==> src/wip_pkg.sv <==
`default_nettype none

package wip_pkg;

   // field widths
   localparam int ZOOM_W     = 10;
   localparam int HDIV_W     = 8;
   localparam int MAP_W      = 13;
   localparam int OFS_W      = 16;
   localparam int COEF_W     = 16;
   localparam int COL_W      = 12;
   localparam int HGT_W      = 16;
   localparam int OUT_W      = 32;

   // projection constants
   localparam int SCREEN_W     = 1920;
   localparam int SCREEN_H     = 1080;
   localparam int FRAC_BITS    = 14;
   localparam int ISO_FRAC     = 14;
   localparam int ISO_COS30    = 14189;
   localparam int ISO_SIN30    = 8192;
   localparam int ISO_SIN30_SH = $clog2(ISO_SIN30);
   localparam int ISO_COEF_W   = 16;

   // internal widths
   localparam int COLZ_W    = COL_W + ZOOM_W;
   localparam int CEN_W     = MAP_W + ZOOM_W;
   localparam int ZPROD_W   = HGT_W + ZOOM_W + 1;
   localparam int DIV_SPLIT = ZOOM_W / 2;
   localparam int PROD_W    = OUT_W + COEF_W;
   localparam int SUM_W     = PROD_W + 1;
   localparam int ISO_W     = OUT_W + ISO_COEF_W;
   localparam int WIDE_W    = 64;

   // pipeline depth
   localparam int FRONT_LAT = 3;
   localparam int ROT_LAT   = 3;
   localparam int ISO_LAT   = 4;
   localparam int PIPE_LAT  = FRONT_LAT + 3 * ROT_LAT + ISO_LAT;

   // control register port
   localparam int CSR_IDX_W  = 3;
   localparam int CSR_DATA_W = 16;

   localparam logic [CSR_IDX_W-1:0] CSR_ZOOM        = 3'd0;
   localparam logic [CSR_IDX_W-1:0] CSR_HEIGHT_DIV  = 3'd1;
   localparam logic [CSR_IDX_W-1:0] CSR_MAP_COLUMNS = 3'd2;
   localparam logic [CSR_IDX_W-1:0] CSR_MAP_ROWS    = 3'd3;
   localparam logic [CSR_IDX_W-1:0] CSR_OFFSET_X    = 3'd4;
   localparam logic [CSR_IDX_W-1:0] CSR_OFFSET_Y    = 3'd5;
   localparam logic [CSR_IDX_W-1:0] CSR_COS_ANGLE   = 3'd6;
   localparam logic [CSR_IDX_W-1:0] CSR_SIN_ANGLE   = 3'd7;

   typedef struct packed {
      logic        [ZOOM_W-1:0] zoom;
      logic        [HDIV_W-1:0] height_divisor;
      logic        [MAP_W-1:0]  map_columns;
      logic        [MAP_W-1:0]  map_rows;
      logic signed [OFS_W-1:0]  offset_x;
      logic signed [OFS_W-1:0]  offset_y;
      logic signed [COEF_W-1:0] cos_angle;
      logic signed [COEF_W-1:0] sin_angle;
   } cfg_type;

   localparam cfg_type CFG_RESET = '{
      zoom:           ZOOM_W'(1),
      height_divisor: HDIV_W'(1),
      map_columns:    MAP_W'(1),
      map_rows:       MAP_W'(1),
      offset_x:       '0,
      offset_y:       '0,
      cos_angle:      COEF_W'(16384),
      sin_angle:      '0
   };

   typedef struct packed {
      logic signed [OUT_W-1:0] x;
      logic signed [OUT_W-1:0] y;
      logic signed [OUT_W-1:0] z;
   } point_type;

   // arithmetic shift right with truncation toward zero, wrapped to OUT_W
   function automatic logic signed [OUT_W-1:0] trunc_frac(
      input logic signed [WIDE_W-1:0] v,
      input int unsigned              sh);
      logic signed [WIDE_W-1:0] bias;
      logic signed [WIDE_W-1:0] t;
      bias = v[WIDE_W-1] ? ((WIDE_W'(1) <<< sh) - WIDE_W'(1)) : '0;
      t    = (v + bias) >>> sh;
      return t[OUT_W-1:0];
   endfunction

endpackage

`default_nettype wire

==> src/wip_iso.sv <==
`default_nettype none

module wip_iso #(
   parameter int SCREEN_W = wip_pkg::SCREEN_W,
   parameter int SCREEN_H = wip_pkg::SCREEN_H
) (
   input  logic                             clock,
   input  logic                             reset,
   input  logic                             in_valid,
   input  wip_pkg::point_type               in_pt,
   input  wip_pkg::cfg_type                 cfg,
   output logic                             out_valid,
   output logic signed [wip_pkg::OUT_W-1:0] screen_x,
   output logic signed [wip_pkg::OUT_W-1:0] screen_y,
   output logic signed [wip_pkg::OUT_W-1:0] depth
);
   import wip_pkg::*;

   localparam logic signed [ISO_COEF_W-1:0] COS30 = ISO_COEF_W'(ISO_COS30);

   logic                     v1_ff, v1_in;
   logic signed [OUT_W-1:0]  d1_ff, d1_in;
   logic signed [OUT_W-1:0]  s1_ff, s1_in;
   logic signed [OUT_W-1:0]  z1_ff, z1_in;

   logic                     v2_ff, v2_in;
   logic signed [ISO_W-1:0]  p2_ff, p2_in;
   logic signed [ISO_W-1:0]  q2_ff, q2_in;
   logic signed [OUT_W-1:0]  z2_ff, z2_in;

   logic                     v3_ff, v3_in;
   logic signed [OUT_W-1:0]  nx3_ff, nx3_in;
   logic signed [OUT_W-1:0]  ny3_ff, ny3_in;
   logic signed [OUT_W-1:0]  z3_ff, z3_in;

   logic                     v4_ff, v4_in;
   logic signed [OUT_W-1:0]  sx4_ff, sx4_in;
   logic signed [OUT_W-1:0]  sy4_ff, sy4_in;
   logic signed [OUT_W-1:0]  z4_ff, z4_in;

   always_comb begin
      v1_in  = in_valid;
      d1_in  = in_pt.x - in_pt.y;
      s1_in  = in_pt.x + in_pt.y;
      z1_in  = in_pt.z;

      // sin 30 is a power of two: shift, no multiplier
      v2_in  = v1_ff;
      p2_in  = d1_ff * COS30;
      q2_in  = (ISO_W'(s1_ff) <<< ISO_SIN30_SH) - (ISO_W'(z1_ff) <<< ISO_FRAC);
      z2_in  = z1_ff;

      v3_in  = v2_ff;
      nx3_in = trunc_frac(WIDE_W'(p2_ff), ISO_FRAC);
      ny3_in = trunc_frac(WIDE_W'(q2_ff), ISO_FRAC);
      z3_in  = z2_ff;

      v4_in  = v3_ff;
      sx4_in = nx3_ff + OUT_W'(SCREEN_W / 2) + OUT_W'(cfg.offset_x);
      sy4_in = ny3_ff + OUT_W'(SCREEN_H / 2) + OUT_W'(cfg.offset_y);
      z4_in  = z3_ff;
   end

   always_ff @(posedge clock) begin
      if (reset) begin
         v1_ff <= 1'b0;
         v2_ff <= 1'b0;
         v3_ff <= 1'b0;
         v4_ff <= 1'b0;
      end else begin
         v1_ff <= v1_in;
         v2_ff <= v2_in;
         v3_ff <= v3_in;
         v4_ff <= v4_in;
      end
   end

   always_ff @(posedge clock) begin
      d1_ff  <= d1_in;
      s1_ff  <= s1_in;
      z1_ff  <= z1_in;
      p2_ff  <= p2_in;
      q2_ff  <= q2_in;
      z2_ff  <= z2_in;
      nx3_ff <= nx3_in;
      ny3_ff <= ny3_in;
      z3_ff  <= z3_in;
      sx4_ff <= sx4_in;
      sy4_ff <= sy4_in;
      z4_ff  <= z4_in;
   end

   assign out_valid = v4_ff;
   assign screen_x  = sx4_ff;
   assign screen_y  = sy4_ff;
   assign depth     = z4_ff;

endmodule

`default_nettype wire

==> config.mk <==
export PLATFORM = sky130hd
export DESIGN_NAME = wip_iso
export DESIGN_NICKNAME = d
export VERILOG_FILES = /design/src/wip_pkg.sv /design/src/wip_iso.sv
export SDC_FILE = /design/constraint.sdc
export NUM_CORES = 1
export LEC_CHECK = 0
export BUFFER_PORTS_ARGS = -buffer_cell sky130_fd_sc_hd__buf_2
export CORE_MARGIN = 10
export CORE_UTILIZATION = 40
export CTS_BUF_LIST = sky130_fd_sc_hd__clkbuf_4 sky130_fd_sc_hd__clkbuf_8
export DETAILED_ROUTE_END_ITERATION = 10
export GPL_TIMING_DRIVEN = 0
export SLEW_MARGIN = 20
export SYNTH_ARGS = -nofsm -noshare
export SYNTH_HDL_FRONTEND = slang
export SYNTH_SLANG_ARGS = --single-unit
==> constraint.sdc <==
create_clock -name clock -period 6.8 [get_ports clock]
set_input_delay 0.68 -clock clock [delete_from_list [all_inputs] [get_ports clock]]
set_output_delay 0.68 -clock clock [all_outputs]
set_load 0.005 [all_outputs]
==> metrics.md <==
| Metric | Value |
|---|---|
| Status | finished clean |
| Syn Inst Count | roughly 3000 |
| Simple logic cell fraction of the synthesized area | 0.0967 |
| Tightest Pin Transition | between 700 and 800 ps |
| Root buf cell | clkbuf_8 |
| Top post-synthesis cells by area | dfxtp_1, ha_1, fa_1 |
| Worst EP arrival | about 7000 ps |
| Synth Area in Adders | 0.340 |
| Hold crit path type | input port to flip-flop |
| Register area share after synthesis | 0.283 |
| Syn nets | 3799 |
| 1st-pass router iterations | 5 |
| H-tree levels | 3 |
| Largest family of logic cells by synthesized area | adder cells |
| Syn_area_per_cell | a little under 10 um^2 |
| Clk_skew | ~40 ps |
| Async S/R FF share, synth | 0 |
| Crit path launch type | flip-flop |
| Initial antenna violation count | 15 |
| Global route overflow | 0 |
| Synthesis Warnings | 0 |
| Nets | between 4000 and 5000 |
| DRT iter0 DRCs | 1074 |
| Launch point of the worst reg-to-reg path | d1_ff[11] |
| Leading area contributor after synthesis | dfxtp_1 |
| Slowest Stage Delay on Critical Path | approximately 540 ps |
| Core area | 70400 um^2 |
| Worst skew pair latency | 680 ps |
| Crit-path cells | ha_1 > inv_1 > fa_1 > fa_1 > inv_1 > fa_1 > fa_1 > inv_1 > fa_1 > inv_1 > ha_1 > a21o_1 > o32ai_1 > a211oi_2 > o31ai_2 > o21ai_2 > a31oi_1 > o21ai_1 > a221o_1 > xnor2_2 |
| Commonest cells in the netlist | inv_1, dfxtp_1, ha_1 |
| Synth Area in Compound Gates | 0.127 |
| DR WL/cell | around 16 um |
| Initial Util | 0.405 |
| IO Port Bufs | 227 |
| Setup WS pre-CTS | around 19 ps |
| Multi-input combinational cell area | about 18000 um^2 |
| Post-DP HPWL | 57400 um |
| Post-CTS setup buffer count | 0 |
| DRC errors left | 0 |
| Routed Antenna Nets | 0 |
| Endpoints failing setup | 0 |
| Hold violation count in the final report | 0 |
| Critical Path Source | d1_ff[11] |
| Clock transition at path regs | ~60 ps |
| Fill cell count | 6834 |
| Final core occ | 0.462 |
| Crit Path Class | flip-flop to flip-flop |
| CP required | 7350 ps |
| Hold_sp | in_pt[19] |
| CTS tree | done |
| Overall routing resource usage | 0.163 |
| Crit-path slowest cell | fa_1 |
| Ys flop type | dfxtp_1 |
| Final Max Slew Viols | 0 |
| Crit-path most repeated cell | fa_1 |
| Worst R2R End | p2_ff[46] |
| Sequential Area | ~8100 um^2 |
| Number of synthesized flops with an enable pin | 0 |
| Drt via density | 4.90 |
| Fin crit period | between 6000 and 7000 ps |
| FF-to-FF path depth | 20 |
| Final setup margin | between 400 and 500 ps |
| Unrepaired setup endpoints after global routing | true |
| Chip height | between 200 and 300 um |
| Vias | around 21000 |
| Cell area after synthesis | around 29000 um^2 |
| Multiplexer area fraction after synthesis | 0.00180 |
| Final GP Congestion | ~0.89 |
| I/O pins | 304 |
| Relative max-transition margin | 0.496 |
| First-pass GRT wire length | 109000 um |
| Xor and xnor fraction of the mapped netlist area | 0.0801 |
| Standard-cell rows | 97 |
| Number of synthesized register bits | between 400 and 500 |
| Proportion of layout cells with a drive suffix above 1 | 0.116 |
| Highest clock rate | 156 MHz |
| Final instance area | about 33000 um^2 |
| Die area | 82400 um^2 |
| Drt total wl | around 67000 um |
| Post-DP Area | between 30000 and 40000 um^2 |
| Sink Count | a little over 400 |
| Pin count of the biggest net entering global routing | 18 |
| Hold path depth | 1 |
| CTS Buffer Depth | 3 |
| Syn-to-layout area delta | 13.9% |
| Number of global-route vias before repair | 20700 |
| Period utilization | 0.941 |
| Unique masters post-synth | 76 |
| Most frequent cell after synthesis | inv_1 |
| Setup slack, reg-to-reg | roughly 400 ps |
| CP Capture Type | flip-flop |
| Hold EP | z1_ff[19] |
| Worst-path maximum fanout | 4 |
| Chip width | around 290 um |
| Top cell type's share of synthesized area | 0.283 |
| TritonCTS buffer count | 73 |
| Max Cap Viol | 0 |
==> routing by layer <==
layer,wire length (um),global-route usage,vias to the layer above
li1,-,-,10500
met1,32800,0.229,9804
met2,29400,0.249,439
met3,3880,0.0351,95
met4,1290,0.0454,18
met5,112,0,-
==> worst max-delay path by stage <==
stage,endpoint,slack [ps]
CTS,p2_ff[46],80
global placement,p2_ff[46],20
finish,p2_ff[46],400
global route,p2_ff[46],-20
detailed placement,p2_ff[46],20
floorplan,p2_ff[46],1110
==> sequential cells by signal, summed over array words and instances, names as in the netlist <==
register / count
v3_ff: 1
z1_ff: 32
s1_ff: 32
ny3_ff: 32
screen_y: 32
d1_ff: 31
z3_ff: 32
p2_ff: 47
v2_ff: 1
nx3_ff: 32
q2_ff: 33
screen_x: 32
v1_ff: 1
depth: 32
out_valid: 1
z2_ff: 32
==> critical path, delay by kind of cell (launching register included) <==
| family | cells | cell delay [ps] |
|---|---|---|
| AOI/OAI and AO/OA | 8 | 2140 |
| adders and majority gates | 7 | 3100 |
| buffers and inverters | 4 | 300 |
| xor gates and xnor gates | 1 | 290 |
| DFF | 1 | 420 |
==> per-stage QoR <==
stage | TNS (ps) | hold WS [ps] | cells
after floorplan | 0 | 310 | 2967
after CTS | 0 | 38.3 | 4264
final | 0 | 114 | 4266
after global placement | 0 | 310 | 4134
after global routing | -21.4 | 66.7 | 4265
after detailed placement | 0 | 312 | 4134
==> layout by cell type, fill, tap and decap left out, types with 9 or more instances in the layout <==
master and n:
buf_2 227, clkbuf_4 16, a31oi_1 25, clkinv_2 16, nor4_1 11, o21bai_1 37, clkbuf_8 84, nand4_1 32
nand2_1 121, a211oi_1 11, nor2_1 135, or3_1 12, o21ai_0 93, xnor2_1 179, a21oi_1 199, o21a_1 18
nand3_1 61, clkbuf_1 50, inv_1 488, nor2b_1 40, and3_1 34, ha_1 385, and2_1 14, nand2b_1 24
o31ai_1 23, xor2_1 81, o211ai_1 14, a221oi_1 9, fa_1 240, maj3_1 9, dfxtp_1 403, nor3_1 36
a21o_1 70
==> area by class of cell <==
class	instances	share of cell area
tap	940	0.0362
inverter	489	0.0565
clock inverter	30	0.0109
timing repair buffer	227	0.0350
clock buffer	100	0.0393
antenna	2	0.000154
multi-input combinational	2024	0.568
buffer	51	0.00589
sequential	403	0.248
==> logic make-up (layout without fill, tap and decap cells) <==
kind of cell | Yosys count | in the layout
XOR/XNOR | 261 | 261
other | 0 | 2
adder cells (fa/ha/maj) | 634 | 634
multiplexers | 5 | 5
buffers and inverters | 540 | 897
AO/OA/AOI/OAI | 572 | 572
AND/OR/NAND/NOR | 552 | 552
flip-flops | 403 | 403
==> timing repair <==
action / in CTS / in global routing
setup endpoints to repair: 1 / 6
resized for setup: 1 / 4
hold buffers: 0 / 0
Power is left out: the tool's default activity adds up to more than one toggle a clock period on the data nets, which glitch-free logic cannot reach.
