**src/wip_pkg.sv**
```systemverilog
`default_nettype none

package wip_pkg;

   // field widths
   localparam int ZOOM_W     = 10;
   localparam int HDIV_W     = 8;
   localparam int MAP_W      = 13;
   localparam int OFS_W      = 16;
   localparam int COEF_W     = 16;
   localparam int COL_W      = 12;
   localparam int HGT_W      = 16;
   localparam int OUT_W      = 32;

   // projection constants
   localparam int SCREEN_W     = 1920;
   localparam int SCREEN_H     = 1080;
   localparam int FRAC_BITS    = 14;
   localparam int ISO_FRAC     = 14;
   localparam int ISO_COS30    = 14189;
   localparam int ISO_SIN30    = 8192;
   localparam int ISO_SIN30_SH = $clog2(ISO_SIN30);
   localparam int ISO_COEF_W   = 16;

   // internal widths
   localparam int COLZ_W    = COL_W + ZOOM_W;
   localparam int CEN_W     = MAP_W + ZOOM_W;
   localparam int ZPROD_W   = HGT_W + ZOOM_W + 1;
   localparam int DIV_SPLIT = ZOOM_W / 2;
   localparam int PROD_W    = OUT_W + COEF_W;
   localparam int SUM_W     = PROD_W + 1;
   localparam int ISO_W     = OUT_W + ISO_COEF_W;
   localparam int WIDE_W    = 64;

   // pipeline depth
   localparam int FRONT_LAT = 3;
   localparam int ROT_LAT   = 3;
   localparam int ISO_LAT   = 4;
   localparam int PIPE_LAT  = FRONT_LAT + 3 * ROT_LAT + ISO_LAT;

   // control register port
   localparam int CSR_IDX_W  = 3;
   localparam int CSR_DATA_W = 16;

   localparam logic [CSR_IDX_W-1:0] CSR_ZOOM        = 3'd0;
   localparam logic [CSR_IDX_W-1:0] CSR_HEIGHT_DIV  = 3'd1;
   localparam logic [CSR_IDX_W-1:0] CSR_MAP_COLUMNS = 3'd2;
   localparam logic [CSR_IDX_W-1:0] CSR_MAP_ROWS    = 3'd3;
   localparam logic [CSR_IDX_W-1:0] CSR_OFFSET_X    = 3'd4;
   localparam logic [CSR_IDX_W-1:0] CSR_OFFSET_Y    = 3'd5;
   localparam logic [CSR_IDX_W-1:0] CSR_COS_ANGLE   = 3'd6;
   localparam logic [CSR_IDX_W-1:0] CSR_SIN_ANGLE   = 3'd7;

   typedef struct packed {
      logic        [ZOOM_W-1:0] zoom;
      logic        [HDIV_W-1:0] height_divisor;
      logic        [MAP_W-1:0]  map_columns;
      logic        [MAP_W-1:0]  map_rows;
      logic signed [OFS_W-1:0]  offset_x;
      logic signed [OFS_W-1:0]  offset_y;
      logic signed [COEF_W-1:0] cos_angle;
      logic signed [COEF_W-1:0] sin_angle;
   } cfg_type;

   localparam cfg_type CFG_RESET = '{
      zoom:           ZOOM_W'(1),
      height_divisor: HDIV_W'(1),
      map_columns:    MAP_W'(1),
      map_rows:       MAP_W'(1),
      offset_x:       '0,
      offset_y:       '0,
      cos_angle:      COEF_W'(16384),
      sin_angle:      '0
   };

   typedef struct packed {
      logic signed [OUT_W-1:0] x;
      logic signed [OUT_W-1:0] y;
      logic signed [OUT_W-1:0] z;
   } point_type;

   // arithmetic shift right with truncation toward zero, wrapped to OUT_W
   function automatic logic signed [OUT_W-1:0] trunc_frac(
      input logic signed [WIDE_W-1:0] v,
      input int unsigned              sh);
      logic signed [WIDE_W-1:0] bias;
      logic signed [WIDE_W-1:0] t;
      bias = v[WIDE_W-1] ? ((WIDE_W'(1) <<< sh) - WIDE_W'(1)) : '0;
      t    = (v + bias) >>> sh;
      return t[OUT_W-1:0];
   endfunction

endpackage

`default_nettype wire

```
**src/wip_front.sv**
```systemverilog
`default_nettype none

module wip_front (
   input  logic                             clock,
   input  logic                             reset,
   input  logic                             in_valid,
   input  logic        [wip_pkg::COL_W-1:0] grid_col,
   input  logic        [wip_pkg::COL_W-1:0] grid_row,
   input  logic signed [wip_pkg::HGT_W-1:0] height,
   input  wip_pkg::cfg_type                 cfg,
   output logic                             out_valid,
   output wip_pkg::point_type               out_pt
);
   import wip_pkg::*;

   // stage 1: grid scaling, center products, upper quotient bits
   logic                    v1_ff, v1_in;
   logic        [COLZ_W-1:0] colz1_ff, colz1_in;
   logic        [COLZ_W-1:0] rowz1_ff, rowz1_in;
   logic        [CEN_W-1:0]  cenx1_ff, cenx1_in;
   logic        [CEN_W-1:0]  ceny1_ff, ceny1_in;
   logic signed [HGT_W-1:0]  hgt1_ff, hgt1_in;
   logic        [HDIV_W-1:0] rem1_ff, rem1_in;
   logic        [ZOOM_W-1:0] quo1_ff, quo1_in;

   // stage 2: centering, lower quotient bits
   logic                    v2_ff, v2_in;
   logic signed [OUT_W-1:0]  x2_ff, x2_in;
   logic signed [OUT_W-1:0]  y2_ff, y2_in;
   logic signed [HGT_W-1:0]  hgt2_ff, hgt2_in;
   logic        [ZOOM_W-1:0] hscale2_ff, hscale2_in;

   // stage 3: height scaling
   logic                    v3_ff, v3_in;
   logic signed [OUT_W-1:0]  x3_ff, x3_in;
   logic signed [OUT_W-1:0]  y3_ff, y3_in;
   logic signed [OUT_W-1:0]  z3_ff, z3_in;

   logic        [HDIV_W:0]   rem_a, rem_b;
   logic        [ZOOM_W-1:0] quo_b;
   logic signed [ZPROD_W-1:0] zprod;

   always_comb begin
      v1_in    = in_valid;
      colz1_in = grid_col * cfg.zoom;
      rowz1_in = grid_row * cfg.zoom;
      cenx1_in = cfg.map_columns * cfg.zoom;
      ceny1_in = cfg.map_rows * cfg.zoom;
      hgt1_in  = height;

      // restoring division zoom / height_divisor, upper half
      rem_a   = '0;
      quo1_in = '0;
      for (int i = ZOOM_W - 1; i >= DIV_SPLIT; i--) begin
         rem_a = {rem_a[HDIV_W-1:0], cfg.zoom[i]};
         if (rem_a >= {1'b0, cfg.height_divisor}) begin
            rem_a      = rem_a - {1'b0, cfg.height_divisor};
            quo1_in[i] = 1'b1;
         end
      end
      rem1_in = rem_a[HDIV_W-1:0];
   end

   always_comb begin
      v2_in   = v1_ff;
      x2_in   = OUT_W'(colz1_ff) - OUT_W'(cenx1_ff >> 1);
      y2_in   = OUT_W'(rowz1_ff) - OUT_W'(ceny1_ff >> 1);
      hgt2_in = hgt1_ff;

      // lower half of the division
      rem_b = {1'b0, rem1_ff};
      quo_b = quo1_ff;
      for (int i = DIV_SPLIT - 1; i >= 0; i--) begin
         rem_b = {rem_b[HDIV_W-1:0], cfg.zoom[i]};
         if (rem_b >= {1'b0, cfg.height_divisor}) begin
            rem_b    = rem_b - {1'b0, cfg.height_divisor};
            quo_b[i] = 1'b1;
         end
      end
      // zero divisor gives zero height scale
      hscale2_in = (cfg.height_divisor == '0) ? '0 : quo_b;
   end

   always_comb begin
      v3_in = v2_ff;
      x3_in = x2_ff;
      y3_in = y2_ff;
      zprod = hgt2_ff * $signed({1'b0, hscale2_ff});
      z3_in = OUT_W'(zprod);
   end

   always_ff @(posedge clock) begin
      if (reset) begin
         v1_ff <= 1'b0;
         v2_ff <= 1'b0;
         v3_ff <= 1'b0;
      end else begin
         v1_ff <= v1_in;
         v2_ff <= v2_in;
         v3_ff <= v3_in;
      end
   end

   always_ff @(posedge clock) begin
      colz1_ff   <= colz1_in;
      rowz1_ff   <= rowz1_in;
      cenx1_ff   <= cenx1_in;
      ceny1_ff   <= ceny1_in;
      hgt1_ff    <= hgt1_in;
      rem1_ff    <= rem1_in;
      quo1_ff    <= quo1_in;
      x2_ff      <= x2_in;
      y2_ff      <= y2_in;
      hgt2_ff    <= hgt2_in;
      hscale2_ff <= hscale2_in;
      x3_ff      <= x3_in;
      y3_ff      <= y3_in;
      z3_ff      <= z3_in;
   end

   assign out_valid = v3_ff;
   assign out_pt    = '{x: x3_ff, y: y3_ff, z: z3_ff};

endmodule

`default_nettype wire

```
**config.mk**
```make
export PLATFORM = sky130hd
export DESIGN_NAME = wip_front
export DESIGN_NICKNAME = d
export VERILOG_FILES = /design/src/wip_pkg.sv /design/src/wip_front.sv
export SDC_FILE = /design/constraint.sdc
export NUM_CORES = 2
export LEC_CHECK = 0
export BUFFER_PORTS_ARGS = -buffer_cell sky130_fd_sc_hd__buf_2
export CAP_MARGIN = 40
export CELL_PAD_IN_SITES_DETAIL_PLACEMENT = 1
export CELL_PAD_IN_SITES_GLOBAL_PLACEMENT = 1
export CORE_ASPECT_RATIO = 1.2
export CORE_MARGIN = 2
export CORE_UTILIZATION = 49
export DETAILED_ROUTE_END_ITERATION = 10
export PLACE_DENSITY = 0.94
export SYNTH_ARGS = -nofsm -noshare
export SYNTH_HDL_FRONTEND = slang
export SYNTH_SLANG_ARGS = --single-unit
export TNS_END_PERCENT = 10
```
**constraint.sdc**
```tcl
create_clock -name clock -period 16.55 [get_ports clock]
set_clock_uncertainty 0.2 [all_clocks]
set_input_delay 4.965 -clock clock [delete_from_list [all_inputs] [get_ports clock]]
set_output_delay 4.965 -clock clock [all_outputs]
set_load 0.05 [all_outputs]
```
==> run metrics <==
status=finished, final reports clean; CP bufs+invs=5; critical path startpoint category=input port; synthesized area=33100 sq um; fin crit period=15.20 ns; post-synthesis compound-gate area fraction=0.0808; core region area=67000 sq um; die width=241 um; DRC=0; Slew @ Worst Pin=0.826 ns; post-synthesis adder-cell area fraction=0.447; fin. max-slew vios=0; Worst EP arrival=15.50 ns; initial antenna violation count=10; fill count=7680; Post-Layout Cell Count=4615; dpl hpwl=77.4 mm; sequential element share of the synthesized area=0.160; r2r setup slk=5.69 ns; Post-Synth XOR/XNOR Area=0.0466; R2R Path Start=rem1_ff[5]; Syn Area/Cell=9.18 sq um; CTS Buffer Depth=3; Initial Util=0.494; clock transition at the registers of the reported paths=0.08 ns; cts repair resizes=0; Final TNS setup=0 ns; ys async rst share=0; Final setup violation count=0; worst path required time=16.85 ns; syn_nets=4649; Final ANT Viol Nets=0; largest family of logic cells by synthesized area=adder cells; port bufs=183; critical path depth=45; Max-slew headroom=0.444; RR Endpoint=hscale2_ff[0]; gr ovfl total=0; number of global-route vias before repair=31200; Yosys reg bits=265; Total GRT Usage=0.296; Worst Path Max Fanout=10; cts hold-fix bufs=0; clk sinks=265; CTS tree=built; multiplexer share of the synthesized area=0.0160; crit-path most repeated cell=o21ai_0; number of instances in the placed design=4554; simple-gate share of the synthesized area=0.161; final net count=4730; die area=69600 sq um; CP delay by family, top=compound AO/OA/AOI/OAI gates; CP startpoint=cfg[91]; initial DRC count=1308; max cap viols=0; yosys warns=0; Tcrit/Tclk final=0.919; worst r2r path cells=42; first-pass GRT wire length=162 mm; Main synth FF type=dfxtp_1; hold crit path type=reg -> reg; Synth Instances=3606; Final Hold Fails=0; Die Ht=289 um; Netlist cell types=78; Clock Root Buffer=clkbuf_16; Vias=26000; H-tree depth=1; Num CTS Buffers=31; fraction of layout cells with a size suffix above 1=0.0835; RePlAce Congestion=0.863; EDFF count, synth=0; Setup CP Type=in -> reg; fmax=65.8 MHz; clock latency on the worst-skew pair=0.61 ns; Crit. End Element=register; slowest CP cell=a2111oi_4; Area growth syn-to-layout=8.07%; DR WL/cell=21.7 um; RSZ-0062 raised after global routing=no; postcts setup bufs=0; routed wire length=100 mm; hold path start=y2_ff[1]; critical path's largest stage delay=0.67 ns; Ports=248; largest net degree at the start of global routing=53; Site Rows=104; Worst setup endpoint=hscale2_ff[0]; 1st-pass router iterations=5; Via density=5.64
[area by class of cell]
class	instances	area (sq um)	share of cell area
well taps	901	1130	0.0315
clock inverters	22	309	0.00864
clock buffers	36	845	0.0236
multi-input cells	2589	24900	0.695
inverters	599	2260	0.0631
repair buffers	201	1060	0.0295
flip-flops and latches	265	5310	0.148
diodes	2	5.00	0.000140
[per-layer routing]
metal	track usage	routed length, um
met5	0	63
met1	0.312	36100
met2	0.552	53100
met4	0.176	6210
met3	0.0452	4780
[synth_stat cells, types with 5 or more instances]
cell | number | area share
a211oi_1 | 17 | 0.0039
and3_1 | 20 | 0.0038
a31oi_1 | 14 | 0.0026
xnor2_1 | 139 | 0.037
a211o_1 | 6 | 0.0016
mux2_1 | 5 | 0.0017
o21ai_1 | 7 | 0.0011
nand3_1 | 33 | 0.0050
nand4_1 | 9 | 0.0017
fa_1 | 483 | 0.29
o211ai_1 | 12 | 0.0027
o21bai_1 | 12 | 0.0027
a21oi_1 | 131 | 0.020
nor2b_1 | 50 | 0.0095
buf_1 | 11 | 0.0012
xor2_1 | 37 | 0.0098
mux2_4 | 10 | 0.0045
or2_2 | 7 | 0.0013
o21a_1 | 27 | 0.0061
or3_1 | 21 | 0.0040
nand2b_1 | 28 | 0.0053
nor3_1 | 45 | 0.0068
buf_4 | 24 | 0.0054
nand2_1 | 416 | 0.047
clkbuf_1 | 117 | 0.013
mux2i_1 | 12 | 0.0036
inv_1 | 597 | 0.068
and2_1 | 310 | 0.059
dfxtp_1 | 265 | 0.16
ha_1 | 409 | 0.15
a21o_1 | 35 | 0.0079
a41oi_1 | 5 | 0.0013
a31o_2 | 5 | 0.0013
nor4_1 | 8 | 0.0015
a2111oi_0 | 6 | 0.0016
nor2_1 | 95 | 0.011
mux2_2 | 18 | 0.0061
o21ai_0 | 83 | 0.013
o31ai_1 | 12 | 0.0027
[flip-flops by register name, summed over array words and instances (netlist names)]
name	flops
z3_ff	27
x2_ff	23
x3_ff	23
y2_ff	23
y3_ff	23
cenx1_ff	22
ceny1_ff	22
colz1_ff	22
rowz1_ff	22
hgt1_ff	16
hgt2_ff	16
hscale2_ff	10
rem1_ff	8
quo1_ff	5
out_valid	1
v1_ff	1
v2_ff	1
[worst min-delay path by stage]
stage / endpoint / cells past startpoint
2_1_floorplan: hgt2_ff[0] / 0
3_3_place_gp: y3_ff[0] / 0
3_5_place_dp: x3_ff[17] / 0
4_1_cts: y3_ff[1] / 0
5_1_grt: x3_ff[15] / 0
6_report: y3_ff[1] / 0
[cell families (layout without fill, tap and decap cells)]
family | Yosys count | count (layout)
other | 0 | 2
buffers and inverters | 752 | 858
adders and majority gates | 892 | 892
muxes | 45 | 45
and+or+nand+nor | 1063 | 1063
AOI/OAI and AO/OA | 413 | 413
xor gates and xnor gates | 176 | 176
DFF | 265 | 265
[cells in the final DEF, fill, tap and decap left out, types with 35 or more instances in the layout]
cell     Yosys  routed
a21o_1      35      35
o21ai_0     83      83
a21oi_1    131     131
buf_2        0     183
nor2b_1     50      50
and2_1     310     310
ha_1       409     409
dfxtp_1    265     265
nor2_1      95      95
nand2_1    416     416
inv_1      597     597
xor2_1      37      37
fa_1       483     483
nor3_1      45      45
xnor2_1    139     139
[through the flow]
step	hold WS (ns)	setup WS, ns	cell area (sq um)	utilization
final	0.116	1.35	35800	0.534
after floorplan	0.110	2.60	33100	-
after detailed placement	0.113	0.827	34600	0.516
after global placement	0.112	1.41	34600	0.516
after CTS	0.125	1.37	35700	0.533
after global routing	0.129	0.410	35800	0.534
Power is left out: the tool's default activity adds up to more than one toggle a clock period on the data nets, which glitch-free logic cannot reach.
